`config.mk`:
```
export PLATFORM = sky130hd
export DESIGN_NAME = sorted_key_table_flat
export DESIGN_NICKNAME = d
export VERILOG_FILES = /design/src/sv/skt_pkg.sv /design/src/sv/skt_if.sv /design/src/sv/skt_cell.sv /design/src/sv/skt_pick.sv /design/src/sv/sorted_key_table.sv /design/src/flat_wrapper.sv
export VERILOG_INCLUDE_DIRS = /design/src /design/src/sv
export SDC_FILE = /design/constraint.sdc
export NUM_CORES = 1
export LEC_CHECK = 0
export BUFFER_PORTS_ARGS = -buffer_cell sky130_fd_sc_hd__buf_2
export CORE_ASPECT_RATIO = 1.2
export CORE_UTILIZATION = 37
export DETAILED_ROUTE_END_ITERATION = 12
export PLACE_DENSITY = 0.58
export SLEW_MARGIN = 20
export SYNTH_ARGS = -nofsm -noshare
export SYNTH_HDL_FRONTEND = slang
export SYNTH_SLANG_ARGS = --single-unit
```
`constraint.sdc`:
```
create_clock -name clk -period 8 [get_ports clk]
set_input_delay 1.2 -clock clk [delete_from_list [all_inputs] [get_ports clk]]
set_output_delay 1.2 -clock clk [all_outputs]
set_load 0.01 [all_outputs]
```
`src/sv/sorted_key_table_macros.svh`:
```
// ----------------------------------------------------------------------------
// sorted key table assertion macros
// shared concurrent assertion forms, clocked on clk and held off during rst
// ----------------------------------------------------------------------------
`ifndef SORTED_KEY_TABLE_MACROS_SVH
`define SORTED_KEY_TABLE_MACROS_SVH

// same-cycle implication
`define SKT_ASSERT_NOW(lbl, ante, cons, msg) \
  lbl: assert property (@(posedge clk) disable iff (rst) (ante) |-> (cons)) else $error(msg);

// next-cycle implication
`define SKT_ASSERT_NEXT(lbl, ante, cons, msg) \
  lbl: assert property (@(posedge clk) disable iff (rst) (ante) |=> (cons)) else $error(msg);

`endif

```
`src/sv/skt_pkg.sv`:
```
// ----------------------------------------------------------------------------
// skt_pkg
// types, constants and helper functions of the sorted key table
// ----------------------------------------------------------------------------
package skt_pkg;

  localparam int DEPTH  = 16;
  localparam int IDX_W  = $clog2(DEPTH);
  localparam int CNT_W  = $clog2(DEPTH + 1);
  localparam int KEY_W  = 16;
  localparam int ATTR_W = 16;
  localparam int POS_W  = 5;

  localparam logic [1:0] OP_INSERT = 2'd0;
  localparam logic [1:0] OP_FIND   = 2'd1;
  localparam logic [1:0] OP_READ   = 2'd2;

  localparam logic [1:0] ST_OK        = 2'd0;
  localparam logic [1:0] ST_NOT_FOUND = 2'd1;
  localparam logic [1:0] ST_FULL      = 2'd2;

  typedef struct packed {
    logic [KEY_W-1:0]  key;
    logic              kind;
    logic [ATTR_W-1:0] attribute;
  } entry_t;

  typedef struct packed {
    logic ins;
    logic occupied;
    logic at_end;
  } cell_ctl_t;

  typedef struct packed {
    logic held;
    logic gt;
    logic eq;
  } cell_flag_t;

  typedef struct packed {
    logic             hit;
    entry_t           entry;
    logic [IDX_W-1:0] pos;
    logic [CNT_W-1:0] ins_pos;
  } pick_t;

  typedef struct packed {
    logic [1:0]        status;
    logic [KEY_W-1:0]  found_key;
    logic              found_kind;
    logic [ATTR_W-1:0] found_attribute;
    logic [POS_W-1:0]  position;
    logic [POS_W-1:0]  entry_total;
  } out_item_t;

  // lowest set bit only
  function automatic logic [DEPTH-1:0] first_one(input logic [DEPTH-1:0] v);
    return v & (~v + 1'b1);
  endfunction

  // one-hot to binary
  function automatic logic [IDX_W-1:0] encode(input logic [DEPTH-1:0] v);
    logic [IDX_W-1:0] r;
    r = '0;
    for (int i = 0; i < DEPTH; i++) begin
      if (v[i]) begin
        r = r | IDX_W'(i);
      end
    end
    return r;
  endfunction

endpackage

```
`src/sv/skt_if.sv`:
```
// ----------------------------------------------------------------------------
// skt channel interfaces
// request and response channels with valid/ready transfer
// ----------------------------------------------------------------------------
interface skt_req_if import skt_pkg::*; ();
  logic              valid;
  logic              ready;
  logic [1:0]        op;
  logic [KEY_W-1:0]  key;
  logic              kind;
  logic [ATTR_W-1:0] attribute;
  logic [IDX_W-1:0]  index;

  modport source(output valid, output op, output key, output kind, output attribute,
                 output index, input ready);
  modport sink(input valid, input op, input key, input kind, input attribute,
               input index, output ready);
endinterface

interface skt_rsp_if import skt_pkg::*; ();
  logic              valid;
  logic              ready;
  logic [1:0]        status;
  logic [KEY_W-1:0]  found_key;
  logic              found_kind;
  logic [ATTR_W-1:0] found_attribute;
  logic [POS_W-1:0]  position;
  logic [POS_W-1:0]  entry_total;

  modport source(output valid, output status, output found_key, output found_kind,
                 output found_attribute, output position, output entry_total,
                 input ready);
  modport sink(input valid, input status, input found_key, input found_kind,
               input found_attribute, input position, input entry_total,
               output ready);
endinterface

```
`src/sv/skt_cell.sv`:
```
// ----------------------------------------------------------------------------
// skt_cell
// one table slot: compares its key with the request and takes its left
// neighbor's entry or the new entry on insert
// ----------------------------------------------------------------------------
module skt_cell import skt_pkg::*; (
  input  logic       clk,
  input  cell_ctl_t  ctl,
  input  entry_t     new_entry,
  input  entry_t     left_entry,
  input  logic       left_gt,
  output entry_t     entry,
  output cell_flag_t flags
);

  logic gt;

  assign gt = ctl.occupied && (entry.key > new_entry.key);

  assign flags.held = ctl.occupied;
  assign flags.gt   = gt;
  assign flags.eq   = ctl.occupied && (entry.key == new_entry.key);

  // left larger: shift up; first larger or first free slot: new entry
  always_ff @(posedge clk) begin
    if (ctl.ins) begin
      if (left_gt) begin
        entry <= left_entry;
      end else if (gt || ctl.at_end) begin
        entry <= new_entry;
      end
    end
  end

endmodule

```
`src/sv/skt_pick.sv`:
```
// ----------------------------------------------------------------------------
// skt_pick
// picks the matching or indexed slot and the insert position from the row
// ----------------------------------------------------------------------------
module skt_pick import skt_pkg::*; (
  input  entry_t           entries [DEPTH],
  input  cell_flag_t       flags   [DEPTH],
  input  logic [1:0]       op,
  input  logic [IDX_W-1:0] index,
  input  logic [CNT_W-1:0] count,
  output pick_t            pick
);

  logic [DEPTH-1:0] eq_vec;
  logic [DEPTH-1:0] gt_vec;
  logic [DEPTH-1:0] rd_vec;
  logic [DEPTH-1:0] sel;
  logic [DEPTH-1:0] gt_first;
  entry_t           data;

  always_comb begin
    for (int i = 0; i < DEPTH; i++) begin
      eq_vec[i] = flags[i].eq;
      gt_vec[i] = flags[i].gt;
      rd_vec[i] = flags[i].held && (index == IDX_W'(i));
    end
  end

  always_comb begin
    case (op)
      OP_FIND: sel = first_one(eq_vec);
      OP_READ: sel = rd_vec;
      default: sel = '0;
    endcase
  end

  always_comb begin
    data = '0;
    for (int i = 0; i < DEPTH; i++) begin
      data = data | (entries[i] & {$bits(entry_t){sel[i]}});
    end
  end

  assign gt_first = first_one(gt_vec);

  assign pick.hit     = |sel;
  assign pick.entry   = data;
  assign pick.pos     = encode(sel);
  assign pick.ins_pos = (|gt_vec) ? CNT_W'(encode(gt_first)) : count;

endmodule

```
`src/sv/sorted_key_table.sv`:
```
// ----------------------------------------------------------------------------
// sorted_key_table
// table of up to DEPTH entries kept in ascending key order
// ----------------------------------------------------------------------------
// Each request (insert, find by key, read at index) is handled at once: the row
// of cells compares every held key against the request key in parallel, the
// insert shifts the larger entries up one cell on the same edge, and the
// answer lands in the response register in the cycle after the transfer.
// A new request is taken whenever the response register is empty or is
// being drained: without receiver stalls, one transfer per cycle.
// ----------------------------------------------------------------------------
`include "sorted_key_table_macros.svh"

module sorted_key_table import skt_pkg::*; (
  input logic     clk,
  input logic     rst,
  skt_req_if.sink   req,
  skt_rsp_if.source rsp
);

  logic [CNT_W-1:0] count;
  logic [CNT_W-1:0] count_next;
  logic             rsp_valid;
  out_item_t        res;
  out_item_t        res_next;

  logic       acc;
  logic       full;
  logic       ins_go;
  entry_t     new_entry;
  entry_t     entries [DEPTH];
  cell_flag_t flags   [DEPTH];
  pick_t      pick;

  assign req.ready = !rsp_valid || rsp.ready;
  assign acc       = req.valid && req.ready;
  assign full      = (count == CNT_W'(DEPTH));
  assign ins_go    = acc && (req.op == OP_INSERT) && !full;

  assign new_entry.key       = req.key;
  assign new_entry.kind      = req.kind;
  assign new_entry.attribute = req.attribute;

  // cell row
  for (genvar i = 0; i < DEPTH; i++) begin : g_cell
    cell_ctl_t ctl;
    entry_t    left_entry;
    logic      left_gt;

    assign ctl.ins      = ins_go;
    assign ctl.occupied = (CNT_W'(i) < count);

    if (i == 0) begin : g_head
      assign left_entry = new_entry;
      assign left_gt    = 1'b0;
      assign ctl.at_end = (count == CNT_W'(i));
    end else begin : g_body
      assign left_entry = entries[i-1];
      assign left_gt    = flags[i-1].gt;
      assign ctl.at_end = (count == CNT_W'(i));
    end

    skt_cell u_cell (
      .clk        (clk),
      .ctl        (ctl),
      .new_entry  (new_entry),
      .left_entry (left_entry),
      .left_gt    (left_gt),
      .entry      (entries[i]),
      .flags      (flags[i])
    );
  end

  skt_pick u_pick (
    .entries (entries),
    .flags   (flags),
    .op      (req.op),
    .index   (req.index),
    .count   (count),
    .pick    (pick)
  );

  always_comb begin
    count_next           = ins_go ? count + 1'b1 : count;
    res_next.status      = ST_NOT_FOUND;
    res_next.found_key   = '0;
    res_next.found_kind  = 1'b0;
    res_next.found_attribute = '0;
    res_next.position    = POS_W'(count);
    res_next.entry_total = POS_W'(count_next);
    case (req.op)
      OP_INSERT: begin
        if (full) begin
          res_next.status = ST_FULL;
        end else begin
          res_next.status   = ST_OK;
          res_next.position = POS_W'(pick.ins_pos);
        end
      end
      OP_FIND, OP_READ: begin
        if (pick.hit) begin
          res_next.status          = ST_OK;
          res_next.found_key       = pick.entry.key;
          res_next.found_kind      = pick.entry.kind;
          res_next.found_attribute = pick.entry.attribute;
          res_next.position        = POS_W'(pick.pos);
        end
      end
      default: begin
        res_next.status = ST_NOT_FOUND;
      end
    endcase
  end

  always_ff @(posedge clk) begin
    if (rst) begin
      count     <= '0;
      rsp_valid <= 1'b0;
    end else begin
      count <= count_next;
      if (acc) begin
        rsp_valid <= 1'b1;
      end else if (rsp.ready) begin
        rsp_valid <= 1'b0;
      end
    end
  end

  always_ff @(posedge clk) begin
    if (acc) begin
      res <= res_next;
    end
  end

  assign rsp.valid           = rsp_valid;
  assign rsp.status          = res.status;
  assign rsp.found_key       = res.found_key;
  assign rsp.found_kind      = res.found_kind;
  assign rsp.found_attribute = res.found_attribute;
  assign rsp.position        = res.position;
  assign rsp.entry_total     = res.entry_total;

  `SKT_ASSERT_NOW(a_count_max, 1'b1, count <= CNT_W'(DEPTH), "entry count above depth")
  `SKT_ASSERT_NEXT(a_count_inc, ins_go, count == $past(count) + 1'b1, "insert did not count")
  `SKT_ASSERT_NEXT(a_rsp_after_req, acc, rsp.valid, "no response after request transfer")
  `SKT_ASSERT_NEXT(a_find_key, acc && req.op == OP_FIND && pick.hit,
                   rsp.found_key == $past(req.key), "find returned a different key")

endmodule

```
`src/flat_wrapper.sv`:
```
// flat-port wrapper written by rule: the top's interface ports become plain ports
module sorted_key_table_flat import skt_pkg::*;
  (clk, rst, req_valid, req_op, req_key, req_kind, req_attribute, req_index, req_ready, rsp_valid, rsp_status, rsp_found_key, rsp_found_kind, rsp_found_attribute, rsp_position, rsp_entry_total, rsp_ready);
  skt_req_if req_i ();
  skt_rsp_if rsp_i ();
  input logic clk;
  input logic rst;
  input wire logic [$bits(req_i.valid)-1:0] req_valid;
  input wire logic [$bits(req_i.op)-1:0] req_op;
  input wire logic [$bits(req_i.key)-1:0] req_key;
  input wire logic [$bits(req_i.kind)-1:0] req_kind;
  input wire logic [$bits(req_i.attribute)-1:0] req_attribute;
  input wire logic [$bits(req_i.index)-1:0] req_index;
  output wire logic [$bits(req_i.ready)-1:0] req_ready;
  output wire logic [$bits(rsp_i.valid)-1:0] rsp_valid;
  output wire logic [$bits(rsp_i.status)-1:0] rsp_status;
  output wire logic [$bits(rsp_i.found_key)-1:0] rsp_found_key;
  output wire logic [$bits(rsp_i.found_kind)-1:0] rsp_found_kind;
  output wire logic [$bits(rsp_i.found_attribute)-1:0] rsp_found_attribute;
  output wire logic [$bits(rsp_i.position)-1:0] rsp_position;
  output wire logic [$bits(rsp_i.entry_total)-1:0] rsp_entry_total;
  input wire logic [$bits(rsp_i.ready)-1:0] rsp_ready;
  assign req_i.valid = req_valid;
  assign req_i.op = req_op;
  assign req_i.key = req_key;
  assign req_i.kind = req_kind;
  assign req_i.attribute = req_attribute;
  assign req_i.index = req_index;
  assign req_ready = req_i.ready;
  assign rsp_valid = rsp_i.valid;
  assign rsp_status = rsp_i.status;
  assign rsp_found_key = rsp_i.found_key;
  assign rsp_found_kind = rsp_i.found_kind;
  assign rsp_found_attribute = rsp_i.found_attribute;
  assign rsp_position = rsp_i.position;
  assign rsp_entry_total = rsp_i.entry_total;
  assign rsp_i.ready = rsp_ready;
  sorted_key_table u_core (.clk(clk), .rst(rst), .req(req_i), .rsp(rsp_i));
endmodule
```
==> reports/metrics.csv <==
stage,metric,value,unit
clocking,insertion delay of the later-clocked pin in the worst-skew pair,0.69,ns
routing,ratio of routed vias to standard cells,6.47,
worst_setup_path,worst endpoint data arrival time,6.15,ns
clocking,# Post-CTS Setup Buffers,0,
clocking,total clock buffers created by CTS,61,
worst_setup_path,Critical path buffers and inverters,4,
floorplanning,die area,90400,um2
worst_setup_path,"CP delay by family, top",simple AND/OR/NAND/NOR gates,
routing,wire length reported by the detailed router,137,mm
floorplanning,number of core rows,119,
clocking,CTS tree,built,
place,DP Wirelength,94.5,mm
synth,flip-flop and latch count after synthesis,579,
synth,Async SR Flop Fraction,0,%
routing,DR DRC count,12,
floorplanning,initial core utilization,37.5,%
clocking,number of levels the H-tree was split into,2,
timing,worst slew margin relative to its limit,23.9,%
synth,Ys Warns,0,
global_routing,via count of the first global-routing pass,25308,
synth,Mapped Avg Cell Area,12.1,um2
finish,share of layout cells above drive strength 1,23.9,%
status,result of the run,"complete, but fails checks",
worst_setup_path,Crit Path Category,in2reg,
synth,number of synthesized flops with an enable pin,573,
synth,post-synth cell types,70,
global_routing,total global-route track usage,29.9,%
timing,fmax,174,MHz
timing,worst setup margin,2.24,ns
synth,synthesized netlist cell count,2716,
power,total power density per cell area,184,nW/um2
power,PnR Total Power,6.92,mW
floorplanning,Core Region,88000,um2
floorplanning,Top Ports,90,
finish,Post-layout nets,3098,
routing,drt pass-1 iters,12,
power,leakage power total,12.9,nW
floorplanning,die extent in y,329,um
timing,Layout Skew,0.0394,ns
finish,synthesis-to-layout area growth,14.2,%
global_routing,initial antenna violation count,6,
min_path,path type of the worst min-delay path,reg2reg,
worst_setup_path,critical path endpoint category,flip-flop,
global_routing,GR Overflow Total,0,
clocking,quantity of hold-fixing buffers added after cts,0,
global_routing,wire length of the first global-routing pass,191,mm
timing,count of final hold-check violations,0,
global_routing,pin count of the biggest net entering global routing,52,
synth,sequential cell area fraction in the yosys report,52.5,%
timing,final clock period utilization by the worst path,72.0,%
worst_setup_path,delay of the slowest cell on the worst path,0.76,ns
synth,most used flip-flop cell after synthesis,sky130_fd_sc_hd__edfxtp_1,
routing,post-route antenna net violation count,0,
timing,Total Neg Setup Slack,0,ns
place,total of buffers placed on input and output ports,89,
clocking,clock sink count,579,
clocking,Clock Root Buffer,sky130_fd_sc_hd__clkbuf_16,
timing,transition time of the tightest slew-check pin,1.14,ns
worst_setup_path,chain of cells forming the critical path,buf_2 > inv_1 > buf_4 > ha_1 > nand4_1 > nor4_1 > a22oi_1 > nand4_4 > o21ai_4 > buf_4 > a22oi_1 > nand4_1 > a221oi_1 > nand3_1 > a221o_1,
worst_setup_path,flop2flop setup slack,3.08,ns
status,violations in the final reports,design-rule violations,
worst_setup_path,maximum fanout encountered on the critical timing path,22,
timing,unrepaired setup endpoints after global routing,false,
worst_setup_path,Critical Path Slowest Stage Cell,sky130_fd_sc_hd__nor4_1,
power,largest vdd supply drop,0.000166,V
timing,Final Max Tran Viols,0,
synth,Mapped Area,33000,um2
clocking,number of buffers on the longest clock path,3,
finish,count of filler cells inserted in the layout,8046,
routing,routed wire length per instance,34.2,um
clocking,CTS-repair resized insts,0,
synth,Synthesized Nets,3022,
timing,final setup violation count,0,
floorplanning,Chip Width,275,um
job,Max Cap Violations,0,
timing,minimum clock period after layout,5.76,ns
finish,end-of-flow core utilization,42.8,%
place,routability-driven placement congestion ratio,1.03,
worst_setup_path,startpoint types,primary input,
routing,vias after detailed routing,25852,
routing,iteration-0 DRC count of the detailed router,3233,
worst_setup_path,Crit path required time,8.39,ns
clocking,clock slew seen by the registers of the worst setup and hold paths,0.06,ns
place,Place WS,1.70,ns
## flip-flops by register name, indices dropped and copies added, names as in the netlist
register                    count
u_core.rsp.found_key           16
u_core.rsp.position             5
u_core.rsp.found_kind           1
u_core.rsp.status               2
u_core.rsp.found_attribute     16
u_core.count                    5
u_core.rsp.entry_total          5
u_core.g_cell.u_cell.entry    528
u_core.rsp.valid                1
## routing by layer
layer | wire length [um] | GRT usage [%] | vias to the layer above
li1 | - | - | 10970
met1 | 51600 | 36.6 | 12994
met2 | 66100 | 50.4 | 1493
met3 | 10900 | 5.12 | 395
met4 | 7930 | 15.5 | 0
met5 | 0 | 0 | -
## synth_stat cells (all sizes together), types with 10 or more instances
| master | instances | share of area (%) |
|---|---|---|
| a211oi | 20 | 0.45 |
| a21boi | 35 | 0.80 |
| a21o | 27 | 0.61 |
| a21oi | 122 | 1.9 |
| a221o | 33 | 1.0 |
| a221oi | 39 | 1.0 |
| a222oi | 33 | 1.0 |
| a22oi | 103 | 2.4 |
| a31oi | 12 | 0.23 |
| buf | 11 | 0.13 |
| clkbuf | 156 | 1.8 |
| edfxtp | 573 | 52 |
| ha | 263 | 10 |
| inv | 42 | 0.48 |
| mux2 | 338 | 12 |
| nand2 | 297 | 3.4 |
| nand3 | 68 | 1.0 |
| nand4 | 103 | 2.0 |
| nor2 | 49 | 0.56 |
| nor2b | 25 | 0.47 |
| nor3 | 16 | 0.24 |
| nor4 | 25 | 0.47 |
| o211ai | 13 | 0.30 |
| o21ai | 194 | 2.9 |
| or2 | 10 | 0.19 |
## kinds of logic after synthesis
| family | after synthesis | share of synthesized area, % |
|---|---|---|
| adder cells (fa/ha/maj) | 263 | 9.97 |
| buffers and inverters | 209 | 2.39 |
| AND/OR/NAND/NOR | 628 | 9.10 |
| AO/OA/AOI/OAI | 695 | 14.4 |
| multiplexers | 338 | 11.5 |
| flip-flops | 579 | 52.5 |
| XOR/XNOR | 4 | 0.106 |
## worst min-delay path, stage by stage (launching register included)
cell and delay, ns:
sky130_fd_sc_hd__dfxtp_1 0.31, sky130_fd_sc_hd__nand2b_1 0.10, sky130_fd_sc_hd__a21oi_1 0.07
## final cells by class
type / instances / area, um2 / share of cell area, %
sequential: 579 / 17300 / 46.0
inverter: 42 / 158 / 0.418
clock buffer: 76 / 1640 / 4.36
clock inverter: 40 / 529 / 1.40
multi-input combinational: 1928 / 15400 / 40.7
tap: 1149 / 1440 / 3.82
timing repair buffer: 180 / 1220 / 3.24
antenna: 3 / 7.51 / 0.0199
## per-stage QoR
stage | cell area (um2) | hold WS [ns] | std cells
2_1_floorplan | 33000 | 0.541 | 2716
3_3_place_gp | 35400 | 0.487 | 3875
3_5_place_dp | 35500 | 0.513 | 3877
4_1_cts | 37600 | 0.522 | 3993
5_1_grt | 37700 | 0.568 | 3994
6_report | 37700 | 0.516 | 3997
## worst paths after layout
check	start	to	cells after the start
worst max-delay path	req_key[6]	u_core.rsp.found_key[11]$_SDFFCE_PN0P_	15
worst min-delay path	u_core.rsp.valid$_SDFFE_PP0P_	u_core.rsp.valid$_SDFFE_PP0P_	2
worst max register to register	u_core.g_cell[1].u_cell.entry[28]$_DFFE_PP_	u_core.rsp.found_key[4]$_SDFFCE_PN0P_	12
worst min register to register	u_core.rsp.valid$_SDFFE_PP0P_	u_core.rsp.valid$_SDFFE_PP0P_	2
## placed cells by master, fill, tap and decap left out, types with 39 or more instances in the layout
cell type / synthesis / routed
sky130_fd_sc_hd__nand2_1: 297 / 297
sky130_fd_sc_hd__nand3_1: 68 / 67
sky130_fd_sc_hd__a21oi_1: 121 / 109
sky130_fd_sc_hd__buf_4: 0 / 84
sky130_fd_sc_hd__nor2_1: 49 / 42
sky130_fd_sc_hd__a22oi_1: 102 / 102
sky130_fd_sc_hd__nand4_1: 102 / 102
sky130_fd_sc_hd__o21ai_0: 187 / 186
sky130_fd_sc_hd__ha_1: 263 / 263
sky130_fd_sc_hd__inv_1: 42 / 42
sky130_fd_sc_hd__mux2_2: 338 / 338
sky130_fd_sc_hd__buf_2: 2 / 89
sky130_fd_sc_hd__edfxtp_1: 573 / 573
sky130_fd_sc_hd__clkbuf_16: 0 / 62
sky130_fd_sc_hd__a221oi_1: 39 / 39
## power by group
group | internal, mW | switching, mW
combinational | 0.169 | 0.274
sequential | 3.35 | 0.0139
clock | 1.79 | 1.32
total | 5.31 | 1.61
No activity file was read; power rests on OpenSTA's default activity.
